<file path="src/fgl_pkg.sv">
// ----------------------------------------------------------------------------
// fgl_pkg
// shared widths, control types and register indexes of the fuzz voice
// ----------------------------------------------------------------------------
`default_nettype none

package fgl_pkg;

    localparam int MUL_W  = 33;
    localparam int ACC_W  = 2 * MUL_W;
    localparam int SH_W   = 5;
    localparam int DIV_NW = 62;
    localparam int DIV_DW = 38;
    localparam int CFG_AW = 3;
    localparam int CFG_DW = 24;

    typedef struct packed {
        logic            valid;
        logic            clr;
        logic            sub;
        logic [SH_W-1:0] sh;
    } mac_op_t;

    localparam logic [CFG_AW-1:0] CFG_DRIVE_GAIN   = 3'd0;
    localparam logic [CFG_AW-1:0] CFG_DRIVE_OFFSET = 3'd1;
    localparam logic [CFG_AW-1:0] CFG_GATE_AMOUNT  = 3'd2;
    localparam logic [CFG_AW-1:0] CFG_OUT_GAIN     = 3'd3;
    localparam logic [CFG_AW-1:0] CFG_BYPASS       = 3'd4;
    localparam logic [CFG_AW-1:0] CFG_LOWPASS_B0   = 3'd5;
    localparam logic [CFG_AW-1:0] CFG_LOWPASS_A1   = 3'd6;
    localparam logic [CFG_AW-1:0] CFG_LOWPASS_A2   = 3'd7;

endpackage

`default_nettype wire

</file>
<file path="src/fgl_mac.sv">
// ----------------------------------------------------------------------------
// fgl_mac
// shared signed multiplier with registered product and shift accumulator
// ----------------------------------------------------------------------------
`default_nettype none

module fgl_mac (
    input  wire logic                              aclk,
    input  wire logic                              aresetn,
    input  wire fgl_pkg::mac_op_t                  op,
    input  wire logic signed [fgl_pkg::MUL_W-1:0]  a,
    input  wire logic signed [fgl_pkg::MUL_W-1:0]  b,
    output logic signed [fgl_pkg::ACC_W-1:0]       acc
);

    logic signed [fgl_pkg::ACC_W-1:0] prod_reg;
    logic signed [fgl_pkg::ACC_W-1:0] prod_next;
    fgl_pkg::mac_op_t                 ctl_reg;
    logic signed [fgl_pkg::ACC_W-1:0] acc_reg;
    logic signed [fgl_pkg::ACC_W-1:0] acc_next;
    logic signed [fgl_pkg::ACC_W-1:0] shifted;
    logic signed [fgl_pkg::ACC_W-1:0] base;

    assign prod_next = a * b;
    assign shifted   = prod_reg <<< ctl_reg.sh;
    assign base      = ctl_reg.clr ? '0 : acc_reg;
    assign acc_next  = ctl_reg.sub ? base - shifted : base + shifted;
    assign acc       = acc_reg;

    always_ff @(posedge aclk) begin
        if (!aresetn) begin
            ctl_reg <= '0;
        end else begin
            ctl_reg <= op;
        end
    end

    always_ff @(posedge aclk) begin
        prod_reg <= prod_next;
        if (ctl_reg.valid) begin
            acc_reg <= acc_next;
        end
    end

endmodule

`default_nettype wire

</file>
<file path="config.mk">
export PLATFORM = sky130hd
export DESIGN_NAME = fgl_mac
export DESIGN_NICKNAME = d
export VERILOG_FILES = /design/src/fgl_pkg.sv /design/src/fgl_mac.sv
export SDC_FILE = /design/constraint.sdc
export NUM_CORES = 2
export LEC_CHECK = 0
export ABC_CLOCK_PERIOD_IN_PS = 11850
export BUFFER_PORTS_ARGS = -buffer_cell sky130_fd_sc_hd__buf_2
export CORE_MARGIN = 2
export CORE_UTILIZATION = 67
export CTS_CLUSTER_SIZE = 24
export DETAILED_ROUTE_END_ITERATION = 7
export PLACE_DENSITY = 0.85
export SYNTH_ARGS = -nofsm -noshare
export SYNTH_HDL_FRONTEND = slang
export SYNTH_SLANG_ARGS = --single-unit
</file>
<file path="constraint.sdc">
create_clock -name aclk -period 11.85 [get_ports aclk]
set_clock_uncertainty 0.05 [all_clocks]
set_input_delay 2.37 -clock aclk [delete_from_list [all_inputs] [get_ports aclk]]
set_output_delay 2.37 -clock aclk [all_outputs]
set_load 0.01 [all_outputs]
</file>
After elaboration in Yosys (flattened, before gate mapping)
Cells that the tools add are included.
- register bits after elaboration: 140
- bits of input ports: 76
- output and inout port bits: 66
- word-level logic and storage cells: 12
- $add $sub $neg: 2
- multiply operators: 1
- shifts and indexed selects: 1
- mux-type cells: 2
- operators by type and width (kind ; count):
    $mux W66 ; 2
    $add A66 B66 Y66 ; 1
    $mul A33 B33 Y66 ; 1
    $sshl A66 B5 Y66 ; 1
    $sub A66 B66 Y66 ; 1

Logic depth before layout (Yosys ltp)
- word-level depth: 3
- mapped depth: 30
- mapped depth without buffers: 28

Worst setup path before layout
OpenSTA, ideal clock, no wires.
- path kind: input to register
- start: input a[27] (netlist bit)
- end: register prod_reg[65] (netlist bit)
- setup time: 122 ps
- arrival time: 9580 ps
- required time: 11678 ps
- setup slack: 2098 ps
- cell stages on the path: 28
- buffers on the path: 2
- cells stage by stage: clkbuf_1 -> and2_1 -> fa_1 -> inv_1 -> fa_1 -> inv_1 -> fa_1 -> inv_1 -> fa_1 -> inv_1 -> fa_1 -> fa_1 -> fa_1 -> inv_1 -> fa_1 -> inv_1 -> ha_1 -> clkbuf_1 -> nand2_1 -> nor2_1 -> nand2_1 -> or3_1 -> o211a_1 -> o21ai_0 -> a21boi_0 -> a31o_2 -> or3_1 -> a221o_1
- longest elaborated chain between the ends: 1
- ends and longest elaborated chain (what ; RTL line ; source):
    start: declaration ; fgl_mac.sv:11 ; input wire logic signed [fgl_pkg::MUL_W-1:0] a,
    $mul A33 B33 Y66 ; fgl_mac.sv:24 ; assign prod_next = a * b;
    via prod_next, one bit ; fgl_mac.sv:17 ; logic signed [fgl_pkg::ACC_W-1:0] prod_next;
    end signal: assignment ; fgl_mac.sv:39 ; prod_reg <= prod_next;
    end: declaration ; fgl_mac.sv:16 ; logic signed [fgl_pkg::ACC_W-1:0] prod_reg;
The timed path passes the listed nets, and every way through them passes these cells.
A chain may end at the register's enable or synchronous reset.

Worst setup path after layout
- start: input b[4] (netlist bit)
- end: register prod_reg[65] (netlist bit)
- longest elaborated chain between the ends: 1
- ends and longest elaborated chain (what ; RTL line ; source):
    start: declaration ; fgl_mac.sv:12 ; input wire logic signed [fgl_pkg::MUL_W-1:0] b,
    $mul A33 B33 Y66 ; fgl_mac.sv:24 ;
    via prod_next, one bit ; fgl_mac.sv:17 ;
The timed path passes the listed nets, and every way through them passes these cells.

==> out/qor.csv <==
stage;metric;value;unit
global_route;grt_pass1_wl;236;mm
route;ant_nets;0;
timing;final.setup.tns;0;ps
global_route;grt_start_max_net_pins;75;
clock_tree;cts_tree;built;
route;drtPass1Iterations;7;
synth;yosysSeqAreaShare;0.0654;
setup_path;cp.required;12140;ps
clock_tree;clk_latency;460;ps
synth;yosysUniqueCellTypes;87;
clock_tree;cts_resized;0;
floorplan;row_count;103;
timing;period_needed;10480;ps
synth;ys_seq_elements;140;
cells_and_area;fin_cells;6690;
route;num_vias;41136;
cells_and_area;syn_to_final_growth;3.01;%
synth;synth_ff_type;dfxtp_1;
synth;syn_inst;5742;
setup_path;r2r_setup_slack;3090;ps
synth;ys_async_sr_fraction;0;
setup_path;criticalPathCategory;primary input to flip-flop;
place;portBuffers;141;
synth;syn_area;53000;sq um
min_path;min_path_type;flip-flop to flip-flop;
synth;synth_edf_count;66;
cells_and_area;final_nets;7132;
timing;finalCritPeriodShare;0.884;
global_route;grt_usage;0.374;
timing;setup_viol;0;
timing;rsz0062_at_grt;false;
timing;slew_violations;0;
clock_tree;postCtsHoldBufs;0;
timing;hold_violations;0;
place;place_congestion;1.03;
clock_tree;clkTransAtPathRegs;60;ps
floorplan;die_height;285;um
global_route;grt_pass1_vias;44664;
route;routed_wl;147;mm
timing;worstMarginPinSlew;1330;ps
global_route;grt.overflow.total;0;
timing;timing.fmax;95.5;MHz
global_route;antenna_found_initial;2;
clock_tree;cts_made_buffers;17;
clock_tree;postCtsSetupBuffers;0;
place;dp_slack;1030;ps
synth;synth_warnings;0;
floorplan;core;78600;sq um
setup_path;crit_fanout;21;
job;maxCapViolCount;0;
setup_path;start_kind;primary input;
clock_tree;cts.path.max_buffers;2;
floorplan;die_w;285;um
synth;syn_avg_cell_area;9.23;sq um
outcome;status;complete, no violations;
place;dpl.cell_count;6658;
clock_tree;cts_sinks;140;
cells_and_area;diodes;0;
setup_path;cp.arrival;10770;ps
route;drt-wirelength-per-cell;22.0;um
clock_tree;clock-root-buffer;clkbuf_16;
cells_and_area;drive_gt1_frac;0.0670;
timing;maxSlewHeadroom;0.101;
synth;syn-num-nets;7247;
floorplan;io_pins;142;
setup_path;endpoint_kind;flip-flop;
floorplan;dieArea;81300;sq um
place;hpwl;116;mm
route;drt_iter0_drc;3390;
route;vias_per_cell;6.15;
clock_tree;htreeDepth;4;
route;drc;0;
floorplan;start_util;0.674;
timing;setup_ws;1370;ps
## critical path, stage by stage
cell      delay [ps]
buf_2            520
buf_4            340
nand2_1          110
fa_1             530
fa_1             500
inv_1             50
fa_1             490
inv_1             60
fa_1             530
inv_1             50
fa_1             500
fa_1             510
fa_1             490
inv_1             50
fa_1             470
inv_1             40
ha_1             370
inv_1             80
nor2_1           190
nand2_1           70
or3_1            340
o211a_1          340
o21ai_0          490
a21boi_0         220
a31o_2           290
or3_1            370
a221o_1          330
## synth_stat cells (7+ instances only)
master,number,area (sq um)
and4_1,8,70.1
o21a_1,24,180
a21oi_1,183,916
o21ai_0,83,415
xor2_1,69,604
buf_2,18,90.1
nand4_1,29,181
or3_1,7,43.8
edfxtp_1,66,1980
mux2i_1,82,821
nand3_1,34,170
and3_1,30,188
a31oi_1,46,288
fa_1,1146,22900
nand2b_1,25,156
ha_1,283,3540
a211oi_1,14,105
a21boi_0,8,60.1
o21bai_1,33,248
nor3_1,32,160
buf_6,9,101
o211ai_1,16,120
a21o_1,86,646
mux2_2,40,450
o31ai_1,9,67.6
xnor2_1,120,1050
buf_1,13,48.8
inv_1,1191,4470
nor2b_1,84,526
dfxtp_1,74,1480
nand2_1,688,2580
nor2_1,144,541
mux4_2,90,2030
and2_1,550,3440
clkbuf_1,269,1010
## cell type report
type	instances	area (sq um)
well taps	1050	1310
multi-input cells	4091	43700
fillers	5838	24000
clock buffers	19	454
clock inverters	13	113
inverters	1195	4490
flip-flops and latches	140	3480
repair buffers	182	1010
## cell usage in the layout, fill, tap and decap left out, types with 6 or more instances in the layout
cell type | synthesis | layout
a2111oi_0 | 6 | 6
mux4_2 | 90 | 90
nor3_1 | 32 | 32
and4_1 | 8 | 8
buf_4 | 5 | 41
edfxtp_1 | 66 | 66
a31oi_1 | 46 | 46
o21bai_1 | 33 | 33
a211oi_1 | 14 | 14
o21a_1 | 24 | 24
or2_2 | 6 | 6
nand2b_1 | 25 | 25
nor3b_1 | 6 | 6
a21o_1 | 86 | 86
nand4_1 | 29 | 29
nor4_1 | 6 | 6
ha_1 | 283 | 283
mux2i_1 | 82 | 82
dfxtp_2 | 0 | 6
clkbuf_16 | 0 | 18
xnor2_1 | 120 | 120
and3_1 | 30 | 30
buf_2 | 18 | 141
xor2_1 | 69 | 69
fa_1 | 1146 | 1146
or3_1 | 7 | 7
nor2b_1 | 84 | 84
nand2_1 | 688 | 688
dfxtp_1 | 74 | 66
and2_1 | 550 | 550
nand3_1 | 34 | 34
nor2_1 | 144 | 144
a21oi_1 | 183 | 183
mux2_2 | 40 | 40
o31ai_1 | 9 | 9
a21boi_0 | 8 | 8
o21ai_0 | 83 | 83
o211ai_1 | 16 | 16
inv_1 | 1191 | 1191
## per-layer routing
metal / track usage / share of wire / routed length [um] / vias to the layer above
met4: 0.209 / 0.064 / 9420 / 2
met3: 0.0850 / 0.11 / 15700 / 712
met1: 0.458 / 0.36 / 52300 / 20611
met5: 0 / 0.000088 / 13 / -
li1: - / - / - / 17372
met2: 0.617 / 0.47 / 69800 / 2439
## cells by family (layout without fill, tap and decap cells)
group,Yosys count,after routing,share of synthesized area
AOI/OAI and AO/OA,591,591,0.0725
xor gates and xnor gates,189,189,0.0312
adders and majority gates,1429,1429,0.500
buffers and inverters,1511,1409,0.110
DFF,140,140,0.0654
muxes,215,215,0.0631
and+or+nand+nor,1667,1667,0.158
## per-stage QoR
stage          hold WS, ps   util  cell area [sq um]
6_report               799  0.694              54600
5_1_grt                816  0.694              54600
4_1_cts                793  0.694              54600
3_5_place_dp           782  0.687              54000
3_3_place_gp           773  0.687              54000
2_1_floorplan          772      -              53000
## worst paths after layout
path	endpoint	cells past startpoint	from
hold reg to reg	acc[0]	3	acc[0]
setup reg to reg	acc[63]	21	ctl_reg[0]
setup / recovery	prod_reg[65]	27	b[4]
hold / removal	acc[0]	3	acc[0]
Power is left out: the tool's default activity adds up to more than one toggle a clock period on the data nets, which glitch-free logic cannot reach.
