<file path="config.mk">
export PLATFORM = sky130hd
export DESIGN_NAME = fgl_div
export DESIGN_NICKNAME = d
export VERILOG_FILES = /design/src/fgl_pkg.sv /design/src/fgl_div.sv
export SDC_FILE = /design/constraint.sdc
export NUM_CORES = 1
export LEC_CHECK = 0
export BUFFER_PORTS_ARGS = -buffer_cell sky130_fd_sc_hd__buf_4
export CORE_MARGIN = 5
export CORE_UTILIZATION = 56
export CTS_CLUSTER_SIZE = 16
export DETAILED_ROUTE_END_ITERATION = 6
export GPL_ROUTABILITY_DRIVEN = 0
export PLACE_DENSITY_LB_ADDON = 0.1
export SLEW_MARGIN = 20
export SYNTH_ARGS = -nofsm -noshare
export SYNTH_HDL_FRONTEND = slang
export SYNTH_SLANG_ARGS = --single-unit
</file>
<file path="constraint.sdc">
create_clock -name aclk -period 3.58 [get_ports aclk]
set_input_delay 0.716 -clock aclk [delete_from_list [all_inputs] [get_ports aclk]]
set_output_delay 0.716 -clock aclk [all_outputs]
set_load 0.005 [all_outputs]
</file>
<file path="src/fgl_pkg.sv">
// ----------------------------------------------------------------------------
// fgl_pkg
// shared widths, control types and register indexes of the fuzz voice
// ----------------------------------------------------------------------------
`default_nettype none

package fgl_pkg;

    localparam int MUL_W  = 33;
    localparam int ACC_W  = 2 * MUL_W;
    localparam int SH_W   = 5;
    localparam int DIV_NW = 62;
    localparam int DIV_DW = 38;
    localparam int CFG_AW = 3;
    localparam int CFG_DW = 24;

    typedef struct packed {
        logic            valid;
        logic            clr;
        logic            sub;
        logic [SH_W-1:0] sh;
    } mac_op_t;

    localparam logic [CFG_AW-1:0] CFG_DRIVE_GAIN   = 3'd0;
    localparam logic [CFG_AW-1:0] CFG_DRIVE_OFFSET = 3'd1;
    localparam logic [CFG_AW-1:0] CFG_GATE_AMOUNT  = 3'd2;
    localparam logic [CFG_AW-1:0] CFG_OUT_GAIN     = 3'd3;
    localparam logic [CFG_AW-1:0] CFG_BYPASS       = 3'd4;
    localparam logic [CFG_AW-1:0] CFG_LOWPASS_B0   = 3'd5;
    localparam logic [CFG_AW-1:0] CFG_LOWPASS_A1   = 3'd6;
    localparam logic [CFG_AW-1:0] CFG_LOWPASS_A2   = 3'd7;

endpackage

`default_nettype wire

</file>
<file path="src/fgl_div.sv">
// ----------------------------------------------------------------------------
// fgl_div
// unsigned restoring divider, one quotient bit per cycle
// ----------------------------------------------------------------------------
`default_nettype none

module fgl_div (
    input  wire logic                         aclk,
    input  wire logic                         aresetn,
    input  wire logic                         start,
    input  wire logic [fgl_pkg::DIV_NW-1:0]   dividend,
    input  wire logic [fgl_pkg::DIV_DW-1:0]   divisor,
    output logic                              done,
    output logic [fgl_pkg::DIV_NW-1:0]        quotient
);

    localparam int CNT_W = $clog2(fgl_pkg::DIV_NW + 1);

    logic                        busy_reg;
    logic                        done_reg;
    logic [CNT_W-1:0]            cnt_reg;
    logic [fgl_pkg::DIV_DW-1:0]  rem_reg;
    logic [fgl_pkg::DIV_DW-1:0]  dsr_reg;
    logic [fgl_pkg::DIV_NW-1:0]  quo_reg;
    logic [fgl_pkg::DIV_DW:0]    trial;
    logic                        fits;

    assign trial    = {rem_reg, quo_reg[fgl_pkg::DIV_NW-1]};
    assign fits     = trial >= {1'b0, dsr_reg};
    assign done     = done_reg;
    assign quotient = quo_reg;

    always_ff @(posedge aclk) begin
        if (!aresetn) begin
            busy_reg <= 1'b0;
            done_reg <= 1'b0;
            cnt_reg  <= '0;
        end else begin
            done_reg <= 1'b0;
            if (start) begin
                busy_reg <= 1'b1;
                cnt_reg  <= CNT_W'(fgl_pkg::DIV_NW);
            end else if (busy_reg) begin
                cnt_reg <= cnt_reg - CNT_W'(1);
                if (cnt_reg == CNT_W'(1)) begin
                    busy_reg <= 1'b0;
                    done_reg <= 1'b1;
                end
            end
        end
    end

    always_ff @(posedge aclk) begin
        if (start) begin
            rem_reg <= '0;
            dsr_reg <= divisor;
            quo_reg <= dividend;
        end else if (busy_reg) begin
            if (fits) begin
                rem_reg <= fgl_pkg::DIV_DW'(trial - {1'b0, dsr_reg});
            end else begin
                rem_reg <= trial[fgl_pkg::DIV_DW-1:0];
            end
            quo_reg <= {quo_reg[fgl_pkg::DIV_NW-2:0], fits};
        end
    end

endmodule

`default_nettype wire

</file>
=== Word-level counts from Yosys, hierarchy flattened ===
Index checks and enable logic that the tools add are counted.

* Memories kept: 0
* Word-level logic and storage cells: 25
* Latch bits: 0
* ROM bits: 0
* Bits in registers: 146
* Input port bits: 103
* Memory bits (writable): 0

* Reductions and logical operators: 3
* Bitwise gates (word level): 2
* Mux-type cells: 9
* Shifts and indexed selects: 0
* $add $sub $neg: 2
* Order comparisons: 1
* Equal/unequal tests: 1
* Div/mod/pow operators: 0
* Multiply operators: 0

{| class="wikitable"
|+ Operator list
! operator !! count
|-
| 62-bit 2-to-1 mux || 2
|-
| 39-bit by 38-bit greater-or-equal comparator with 1-bit output || 1
|-
| 38-bit 2-to-1 mux || 1
|-
| 38-bit subtractor || 1
|-
| 6-bit 2-to-1 mux || 2
|-
| 6-bit by 1-bit equality test with 1-bit output (second input constant) || 1
|-
| 6-bit by 1-bit subtractor with 6-bit output (second input constant) || 1
|-
| 1-bit 2-to-1 mux || 4
|-
| 3-bit OR reduction || 1
|-
| 1-bit inverter || 2
|-
| 2-bit nonzero test || 1
|-
| 2-bit OR reduction || 1
|}

=== Longest topological paths before layout ===
Gate-level depths: netlist (run 1).

* Depth after elaboration: 4
* Gate-level depth with buffers: 14
* Depth with buffers taken out: 13

=== Worst setup path after synthesis (run 1) ===
Ideal clock, no wire load.

* Kind: flip-flop to flip-flop
* Start point: reg quo_reg (netlist bit quotient[61])
* End point: reg rem_reg[16] (netlist name)
* Period minus slack after synthesis: 2.839 ns
* Path slack: 0.741 ns
* Path buffers: 0
* Library setup time: 0.086 ns
* Arrival time: 2.753 ns
* Stages on the path, launching flop included: 14
* Cells stage by stage: edfxtp_1 > inv_1 > ha_1 > inv_1 > fa_1 > a21o_1 > a311oi_1 > o21ai_1 > a21oi_1 > o21bai_1 > a21oi_1 > mux2i_1 > o31ai_1 > a211oi_1

* Longest elaborated chain between the ends: 2
* Elaborated cells between the ends (all ways): 3
* Those cells by class: 1 x add/sub; 1 x order compare; 1 x mux

{| class="wikitable"
|+ RTL lines
! element !! RTL line !! text
|-
| start: declaration || fgl_div.sv:24 || <nowiki>logic [fgl_pkg::DIV_NW-1:0] quo_reg;</nowiki>
|-
| start signal: assignment || fgl_div.sv:57 || <nowiki>quo_reg <= dividend;</nowiki>
|-
| start signal: assignment || fgl_div.sv:64 || <nowiki>quo_reg <= {quo_reg[fgl_pkg::DIV_NW-2:0], fits};</nowiki>
|-
| 38-bit subtractor or 39-bit by 38-bit greater-or-equal comparator with 1-bit output (tied branches) || fgl_div.sv:60, fgl_div.sv:29 ||
|-
| 38-bit 2-to-1 mux * || fgl_div.sv:59 || <nowiki>if (fits) begin</nowiki>
|-
| end signal: assignment || fgl_div.sv:60 || <nowiki>rem_reg <= fgl_pkg::DIV_DW'(trial - {1'b0, dsr_reg});</nowiki>
|-
| end signal: assignment || fgl_div.sv:62 || <nowiki>rem_reg <= trial[fgl_pkg::DIV_DW-1:0];</nowiki>
|-
| end: declaration || fgl_div.sv:22 || <nowiki>logic [fgl_pkg::DIV_DW-1:0] rem_reg;</nowiki>
|}

Every way passes the cells marked *; elsewhere a longest branch is shown, timed or not.
A chain may end at the register's enable or synchronous reset.

=== Final worst setup path (run 1) ===
Same ends and word-level chain as after synthesis.

==> impl_metrics.json, run 1 <==
{
  "outcome": "finished clean",
  "clkLatencyLatePin_ps": 440,
  "grt_usage_pct": 22.7,
  "power_uw": 4910,
  "finalCritPeriodShare_pct": 90.3,
  "wirelength_um": 18900,
  "p_per_area_nw_per_um2": 485,
  "initial_core_util_pct": 56.7,
  "fillers": 1081,
  "clock_path_buffers": 2,
  "avgRoutedWirePerCell_um": 17.3,
  "num_antenna_cells": 0,
  "startpoint_type": "flop",
  "hold_buffers": 0,
  "viasPerCell": 5.69,
  "clk_pin_slew_ps": 70,
  "final_common_cell": "buf_4",
  "ys_seq_elements": 146,
  "p_sw_share_pct": 29.2,
  "final_cells": 1095,
  "arrival_ps": 3580,
  "die_height_um": 131,
  "avgSynthCellArea_um2": 11.0,
  "grt_pass1_vias": 6495,
  "largest_register_ffs": 62,
  "cts_max_level": 4,
  "hpwl_um": 13700,
  "synth_cells": 739,
  "hold_viol_final": 0,
  "synth-async-reset-ratio_pct": 0,
  "core_area_um2": 14400,
  "grt_max_degree": 80,
  "report.final.setup_viol": 0,
  "num_vias": 6233,
  "cp.required_ps": 3930,
  "p_int_uw": 3480,
  "drive_gt1_share_pct": 32.2,
  "power_frac_seq_pct": 42.1,
  "power_switching_uw": 1430,
  "worst_pin_slew_ps": 768,
  "path_max_fanout": 3,
  "endpoint_kind": "flop",
  "finalCriticalPeriod_ps": 3230,
  "synth_top_cell_by_area": "edfxtp_1",
  "critPathKind": "reg2reg",
  "ys_warn_count": 0,
  "p_clk_share_pct": 37.2,
  "syn_to_final_growth_pct": 24.4,
  "min-delay-start": "divisor[6]",
  "seq_area_frac_synth_pct": 48.2,
  "synth_edf_count": 100,
  "drt_pass1_iterations": 5,
  "cts_resized": 0,
  "cp-startpoint": "quotient[61]",
  "cts_made_buffers": 17,
  "grt-ovfl-total": 0,
  "ios": 166,
  "yosysTopAreaCellShare_pct": 36.9,
  "ir_drop_uv": 354,
  "finalClockSkew_ps": 17.1,
  "antenna_left": 0,
  "final_cell_mix": "buf_4 (172), edfxtp_1 (100), mux2_2 (62)",
  "syn_nets": 883,
  "drv_slew": 0,
  "synthTopCellsByArea": "edfxtp_1 (37%), dfxtp_1 (11%), mux2_2 (8.6%)",
  "cts_sinks": 146,
  "synth_flop_cell": "edfxtp_1",
  "dp.cells": 1063,
  "rsz0062_at_grt": "false",
  "drc": 0,
  "fp.dieW_um": 131,
  "postCtsSetupRepairBufs": 0,
  "drt_iter0_drc": 399,
  "synthesis.area_um2": 8140,
  "whs_ps": 450,
  "nNetsFinal": 1042,
  "antenna_found_initial": 0,
  "maxCapViolCount": 0,
  "r2r-start": "quotient[61]",
  "leakage_uw": 0.00426,
  "postLayoutCoreUtil_pct": 70.5,
  "ys_types": 69,
  "fmax_ghz": 0.309,
  "cts_root_buffer": "clkbuf_16",
  "relSlewSlack_pct": 48.8,
  "fp.dieArea_um2": 17000,
  "hold_path_class": "in2reg",
  "grt_pass1_wl_um": 30800,
  "cts_tree": "yes",
  "numPortBuffers": 165,
  "pwr-share-comb_pct": 20.6,
  "finalSetupTns_ps": 0,
  "rows": 44
}
==> synthesized netlist by cell type, drive strengths merged (3+ instances only) <==
cell	instances
nor2b	6
a311oi	14
nand2b	11
a21o	15
o21ai	22
o31ai	5
a211oi	23
nor4	3
ha	40
or3	6
clkbuf	21
dfxtp	46
and3	4
o22ai	3
xor2	12
a21boi	4
xnor2	21
a31oi	7
nor3	6
o211a	3
o311a	3
nand4	7
mux2	62
o21bai	7
a211o	4
buf	13
nand3	14
o21a	8
o221ai	3
mux2i	15
inv	53
nand3b	3
a21oi	49
nand2	45
nor2	54
edfxtp	100
==> layout make-up <==
class | count | area [µm²] | area share (%)
multi-input combinational | 506 | 3840 | 37.9
tap | 184 | 230 | 2.27
clock buffer | 17 | 425 | 4.20
clock inverter | 15 | 178 | 1.75
sequential | 146 | 3930 | 38.8
inverter | 53 | 199 | 1.96
timing repair buffer | 174 | 1330 | 13.1
==> critical path, cell delays in order, from the launching register on <==
cell and delay (ps):
edfxtp_1 400, inv_1 70, ha_1 150, inv_1 50
fa_1 410, a21o_1 230, a311oi_1 390, o21ai_1 190
a21oi_1 300, o21bai_1 100, a21oi_1 260, mux2i_1 250
o31ai_1 100, a211oi_1 230
==> final timing paths <==
path                               endpoint  slack [ps]  cells after the start
worst max-delay path            rem_reg[16]         350                     13
worst max register to register  rem_reg[16]         350                     13
worst min-delay path             dsr_reg[6]         450                      1
worst min register to register  rem_reg[18]         510                      2
==> per-stage QoR <==
step           area [µm²]  setup slack [ps]
2_1_floorplan        8140               741
3_5_place_dp         9520               401
5_1_grt             10100              54.2
4_1_cts             10100               377
3_3_place_gp         9520               515
6_report            10100               348
==> kinds of logic after synthesis <==
kind of cell    after synthesis  synth area share, %
fa+ha+maj                    41                 6.39
flops                       146                 48.2
buf+inv                      87                 4.69
simple gates                173                 10.8
mux                          77                 10.4
xor+xnor                     33                 3.55
compound gates              182                 15.9
==> power groups by stage <==
| stage | sequential [µW] | combinational, µW | clock (µW) |
|---|---|---|---|
| global placement | 2100 | 983 | 0 |
| detailed placement | 2100 | 1010 | 0 |
| global route | 2080 | 1120 | 1940 |
| CTS | 2070 | 1010 | 1850 |
| floorplan | 2090 | 657 | 0 |
| finish | 2070 | 1010 | 1830 |
==> routing by layer <==
metal | track usage [%] | vias up | share of wire [%]
li1 | - | 3067 | -
met1 | 27.3 | 2932 | 42
met2 | 37.7 | 206 | 48
met3 | 9.51 | 28 | 8.8
met4 | 6.53 | 0 | 1.2
met5 | 0 | - | 0
(Power assumes the default switching activity.)
==> run 2: changes to the inputs <==
- CORE_UTILIZATION: 56 -> 57
- CTS_BUF_LIST: not set -> sky130_fd_sc_hd__clkbuf_2 sky130_fd_sc_hd__clkbuf_4 sky130_fd_sc_hd__clkbuf_8
==> run 2 against run 1 <==
Net effect: design area is 1.7% lower; sequential power hardly changed; wire length is 2.6% higher; critical path depth is 2 lower; critical path type unchanged; largest cell class unchanged.
==> impl_metrics.json, run 2 (synthesized netlist as in run 1, its figures left out) <==
{
  "clk_pin_slew_ps": 100,
  "clock_path_buffers": 2,
  "p_sw_share_pct": 30.8,
  "regArea_um2": 3930,
  "multi_input_area_um2": 3840,
  "placed_area_um2": 9540,
  "cts_root_buffer": "clkbuf_8",
  "pwr-share-comb_pct": 23.0,
  "r2r-start": "dsr_reg[32]",
  "clkLatencyLatePin_ps": 460,
  "core_area_um2": 13900,
  "grt_pass1_wl_um": 31200,
  "cp.required_ps": 3920,
  "fp.dieW_um": 130,
  "finalCritPeriodShare_pct": 90.2,
  "die_height_um": 130,
  "final_common_cell": "buf_4",
  "power_uw": 4430,
  "nNetsFinal": 1043,
  "finalClockSkew_ps": 20.9,
  "numPortBuffers": 165,
  "antenna_left": 0,
  "cts_sinks": 146,
  "p_per_area_nw_per_um2": 445,
  "outcome": "finished clean",
  "rsz0062_at_grt": "false",
  "path_max_fanout": 11,
  "hold_viol_final": 0,
  "endpoint_kind": "flop",
  "fmax_ghz": 0.310,
  "hold_path_class": "in2reg",
  "fp.dieArea_um2": 16800,
  "relSlewSlack_pct": 58.8,
  "num_vias": 6203,
  "cts_max_level": 4,
  "viasPerCell": 5.68,
  "finalSetupTns_ps": 0,
  "hold_depth": 1,
  "timing.rr.end": "rem_reg[27]",
  "drt_iter0_drc": 451,
  "r2r_cells": 11,
  "p_clk_share_pct": 30.3,
  "hpwl_um": 14700,
  "maxCapViolCount": 0,
  "hold_buffers": 0,
  "grt_max_degree": 62,
  "ios": 166,
  "drv_slew": 0,
  "drc": 0,
  "postCtsSetupRepairBufs": 0,
  "startpoint_type": "flop",
  "arrival_ps": 3570,
  "ff2ff_setup_slack_ps": 350,
  "fillers": 1024,
  "hold_path_end": "dsr_reg[6]",
  "grt_pass1_vias": 6318,
  "design_area_um2": 9950,
  "cts_made_buffers": 17,
  "drt_pass1_iterations": 4,
  "final_cell_mix": "buf_4 (172), edfxtp_1 (100), mux2_2 (62)",
  "power_frac_seq_pct": 46.7,
  "grt-ovfl-total": 0,
  "antenna_found_initial": 0,
  "p_int_uw": 3070,
  "finalCriticalPeriod_ps": 3230,
  "whs_ps": 420,
  "power_switching_uw": 1360,
  "worst_pin_slew_ps": 618,
  "drive_gt1_share_pct": 32.2,
  "initial_core_util_pct": 58.4,
  "cts_tree": "yes",
  "dp.cells": 1060,
  "grt_usage_pct": 23.4,
  "critPathKind": "reg2reg",
  "cts_resized": 0,
  "final_cells": 1092,
  "largest_register_ffs": 62,
  "ir_drop_uv": 429,
  "avgRoutedWirePerCell_um": 17.8,
  "min-delay-start": "divisor[6]",
  "report.final.setup_viol": 0,
  "leakage_uw": 0.00418,
  "syn_to_final_growth_pct": 22.3,
  "rows": 43,
  "num_antenna_cells": 0,
  "wirelength_um": 19400
}
-- run 2: power groups by stage --
stage / combinational, µW / sequential, µW / clock [µW]
after floorplan: 657 / 2090 / 0
after global placement: 986 / 2100 / 0
after detailed placement: 1010 / 2110 / 0
after CTS: 1020 / 2070 / 1370
after global routing: 1120 / 2090 / 1450
final: 1020 / 2070 / 1340
-- run 2: metrics by stage --
| step | util [%] | setup WS, ps |
|---|---|---|
| 6_report | 71.4 | 351 |
| 5_1_grt | 71.4 | 197 |
| 4_1_cts | 71.4 | 399 |
| 3_5_place_dp | 68.4 | 432 |
| 3_3_place_gp | 68.4 | 387 |
| 2_1_floorplan | - | 741 |
-- run 2: area by class of cell --
| cell class | instances | share of cell area [%] |
|---|---|---|
| Sequential cell | 146 | 39.4 |
| Multi-Input combinational cell | 506 | 38.5 |
| Timing Repair Buffer | 175 | 13.6 |
| Clock buffer | 17 | 2.35 |
| Tap cell | 180 | 2.26 |
| Inverter | 53 | 2.00 |
| Clock inverter | 15 | 1.84 |
-- run 2: worst max path at each step --
stage,endpoint,cells after the start,start,slack (ps)
floorplan,rem_reg[16],13,quotient[61],740
global placement,rem_reg[27],11,dsr_reg[32],390
detailed placement,rem_reg[16],13,quotient[61],430
CTS,rem_reg[16],13,quotient[61],400
global route,rem_reg[32],13,quotient[61],200
finish,rem_reg[27],11,dsr_reg[32],350
-- run 2: metal layers --
| metal | part of all wire (%) | GRT usage [%] |
|---|---|---|
| met5 | 0 | 0 |
| met4 | 1.6 | 6.36 |
| met3 | 9.7 | 10.3 |
| met2 | 49 | 39.1 |
| met1 | 40 | 27.6 |
-- run 2: critical path, stage by stage, from the launching register on --
cell and delay, ps:
edfxtp_1 380, inv_1 70, ha_1 270, a21o_1 210, a21oi_2 170, o21ai_0 100, a311oi_1 560, o41a_1 370
a21o_1 310, buf_4 260, nor4_1 80, o32ai_1 340
==> run 3: changes to the inputs <==
- BUFFER_PORTS_ARGS: -buffer_cell sky130_fd_sc_hd__buf_4 -> -buffer_cell sky130_fd_sc_hd__buf_2
- CELL_PAD_IN_SITES_DETAIL_PLACEMENT: not set -> 0
- CELL_PAD_IN_SITES_GLOBAL_PLACEMENT: not set -> 1
- CORE_UTILIZATION: 57 -> 45
==> run 3 against run 2 <==
Net effect: count of clock-buffer cells in the layout grew 1; register-to-register slack improved by 20 ps; highest routed layer is now met5; maximum frequency grew 0.66%.
==> impl_metrics.json, run 3 (synthesized netlist as in run 1, its figures left out) <==
{
  "hold_depth": 1,
  "grt_pass1_wl_um": 30800,
  "drt_iter0_drc": 392,
  "pwr-share-comb_pct": 21.7,
  "path_delay_family": "compound AO/OA/AOI/OAI gates",
  "p_per_area_nw_per_um2": 454,
  "finalCriticalPeriod_ps": 3210,
  "endpoint_kind": "flop",
  "detailedPlace.worstSlack_ps": 434,
  "fp.dieW_um": 145,
  "cp_num_cells": 13,
  "met1_usage_pct": 23.1,
  "hold_buffers": 0,
  "drt_pass1_iterations": 5,
  "drc": 0,
  "clkLatencyLatePin_ps": 460,
  "ir_drop_uv": 254,
  "report.final.setup_viol": 0,
  "finalCritPeriodShare_pct": 89.6,
  "avgRoutedWirePerCell_um": 16.5,
  "grt-ovfl-total": 0,
  "syn_to_final_growth_pct": 17.7,
  "grt_use_met3_pct": 6.15,
  "hpwl_um": 13700,
  "fmax_ghz": 0.312,
  "cp.buffers_inverters": 2,
  "final_cell_mix": "buf_2 (164), edfxtp_1 (100), mux2_2 (62)",
  "leakage_uw": 0.00403,
  "cp_common_cell": "inv_1",
  "cts_sinks": 146,
  "cts_made_buffers": 17,
  "hold_viol_final": 0,
  "critPathKind": "reg2reg",
  "final_common_cell": "buf_2",
  "path_cells": "inv_1, ha_1, inv_1, fa_1, a21o_1, a311oi_1, nor4_1, nand4bb_1, a211o_1, a31oi_1, xnor2_1, mux2i_1, a211oi_1",
  "cts_max_level": 4,
  "largest_register_ffs": 62,
  "worst_pin_slew_ps": 753,
  "postCtsSetupRepairBufs": 0,
  "drive_gt1_share_pct": 32.2,
  "fin_ws_ps": 372,
  "grt_usage_pct": 18.3,
  "fp.dieArea_um2": 20900,
  "drv_slew": 0,
  "finalSetupTns_ps": 0,
  "cts_resized": 0,
  "clk_pin_slew_ps": 100,
  "relSlewSlack_pct": 49.8,
  "maxCapViolCount": 0,
  "viasPerCell": 5.38,
  "power_switching_uw": 1350,
  "grt_pass1_vias": 6363,
  "p_int_uw": 3000,
  "r2r_cells": 13,
  "num_antenna_cells": 0,
  "wirelength_um": 18800,
  "cts_tree": "yes",
  "die_height_um": 145,
  "ios": 166,
  "power_frac_seq_pct": 47.3,
  "dp.cells": 1108,
  "startpoint_type": "flop",
  "critPathMaxStageDelay_ps": 410,
  "grt.busiest_layer": "met2",
  "p_sw_share_pct": 31.0,
  "gr-usage-met2_pct": 29.9,
  "initial_core_util_pct": 45.5,
  "outcome": "finished clean",
  "rows": 49,
  "cp.required_ps": 3950,
  "antenna_left": 0,
  "grt_max_degree": 97,
  "hold_path_class": "in2reg",
  "crit_slowest_cell": "edfxtp_1",
  "antenna_found_initial": 1,
  "num_vias": 6138,
  "path_max_fanout": 3,
  "core_area_um2": 17900,
  "nNetsFinal": 1042,
  "ff2ff_setup_slack_ps": 370,
  "numPortBuffers": 165,
  "clock_path_buffers": 2,
  "final_cells": 1140,
  "rsz0062_at_grt": "false",
  "p_clk_share_pct": 31.0,
  "finalClockSkew_ps": 17.1,
  "arrival_ps": 3580,
  "cts_root_buffer": "clkbuf_8"
}
## run 3: cell count changes in the layout (fill, tap and decap cells not counted), moves of 2 or more
| cell | previous run | this run |
|---|---|---|
| clkinv_4 | 0 | 2 |
| buf_4 | 172 | 7 |
| inv_6 | 8 | 4 |
| clkinv_8 | 3 | 1 |
| buf_2 | 0 | 164 |
| inv_8 | 3 | 5 |
## run 3: layout make-up
| class | instances | area, µm² |
|---|---|---|
| clock inverters | 14 | 163 |
| well taps | 229 | 287 |
| clock buffers | 18 | 241 |
| fillers | 1627 | 8320 |
| multi-input cells | 506 | 3840 |
| flip-flops and latches | 146 | 3930 |
| repair buffers | 174 | 933 |
| inverters | 53 | 199 |
## run 3: final timing paths
check / startpoint / endpoint
hold reg to reg: rem_reg[2] / rem_reg[2]
setup / recovery: quotient[61] / rem_reg[30]
hold / removal: divisor[31] / dsr_reg[31]
setup reg to reg: quotient[61] / rem_reg[30]
## run 3: metal layers
layer | part of all wire [%] | vias to the layer above
met5 | 0.069 | -
met4 | 1.1 | 2
met3 | 7.0 | 18
met2 | 48 | 173
met1 | 44 | 2886
li1 | - | 3059
## run 3: per-stage QoR
| step | hold WS, ps | power (µW) | utilization (%) | cell area, µm² |
|---|---|---|---|---|
| floorplan | 448 | 2740 | - | 8140 |
| global placement | 485 | 3030 | 51.3 | 9180 |
| detailed placement | 494 | 3040 | 51.3 | 9180 |
| CTS | 388 | 4390 | 53.5 | 9580 |
| global route | 380 | 4590 | 53.5 | 9580 |
| finish | 417 | 4350 | 53.5 | 9580 |
## run 3: power groups by stage
stage          Combinational (µW)  Sequential, µW  Clock [µW]
2_1_floorplan                 657            2090           0
3_3_place_gp                  935            2090           0
3_5_place_dp                  946            2100           0
4_1_cts                       950            2060        1380
5_1_grt                      1050            2080        1460
6_report                      943            2060        1350
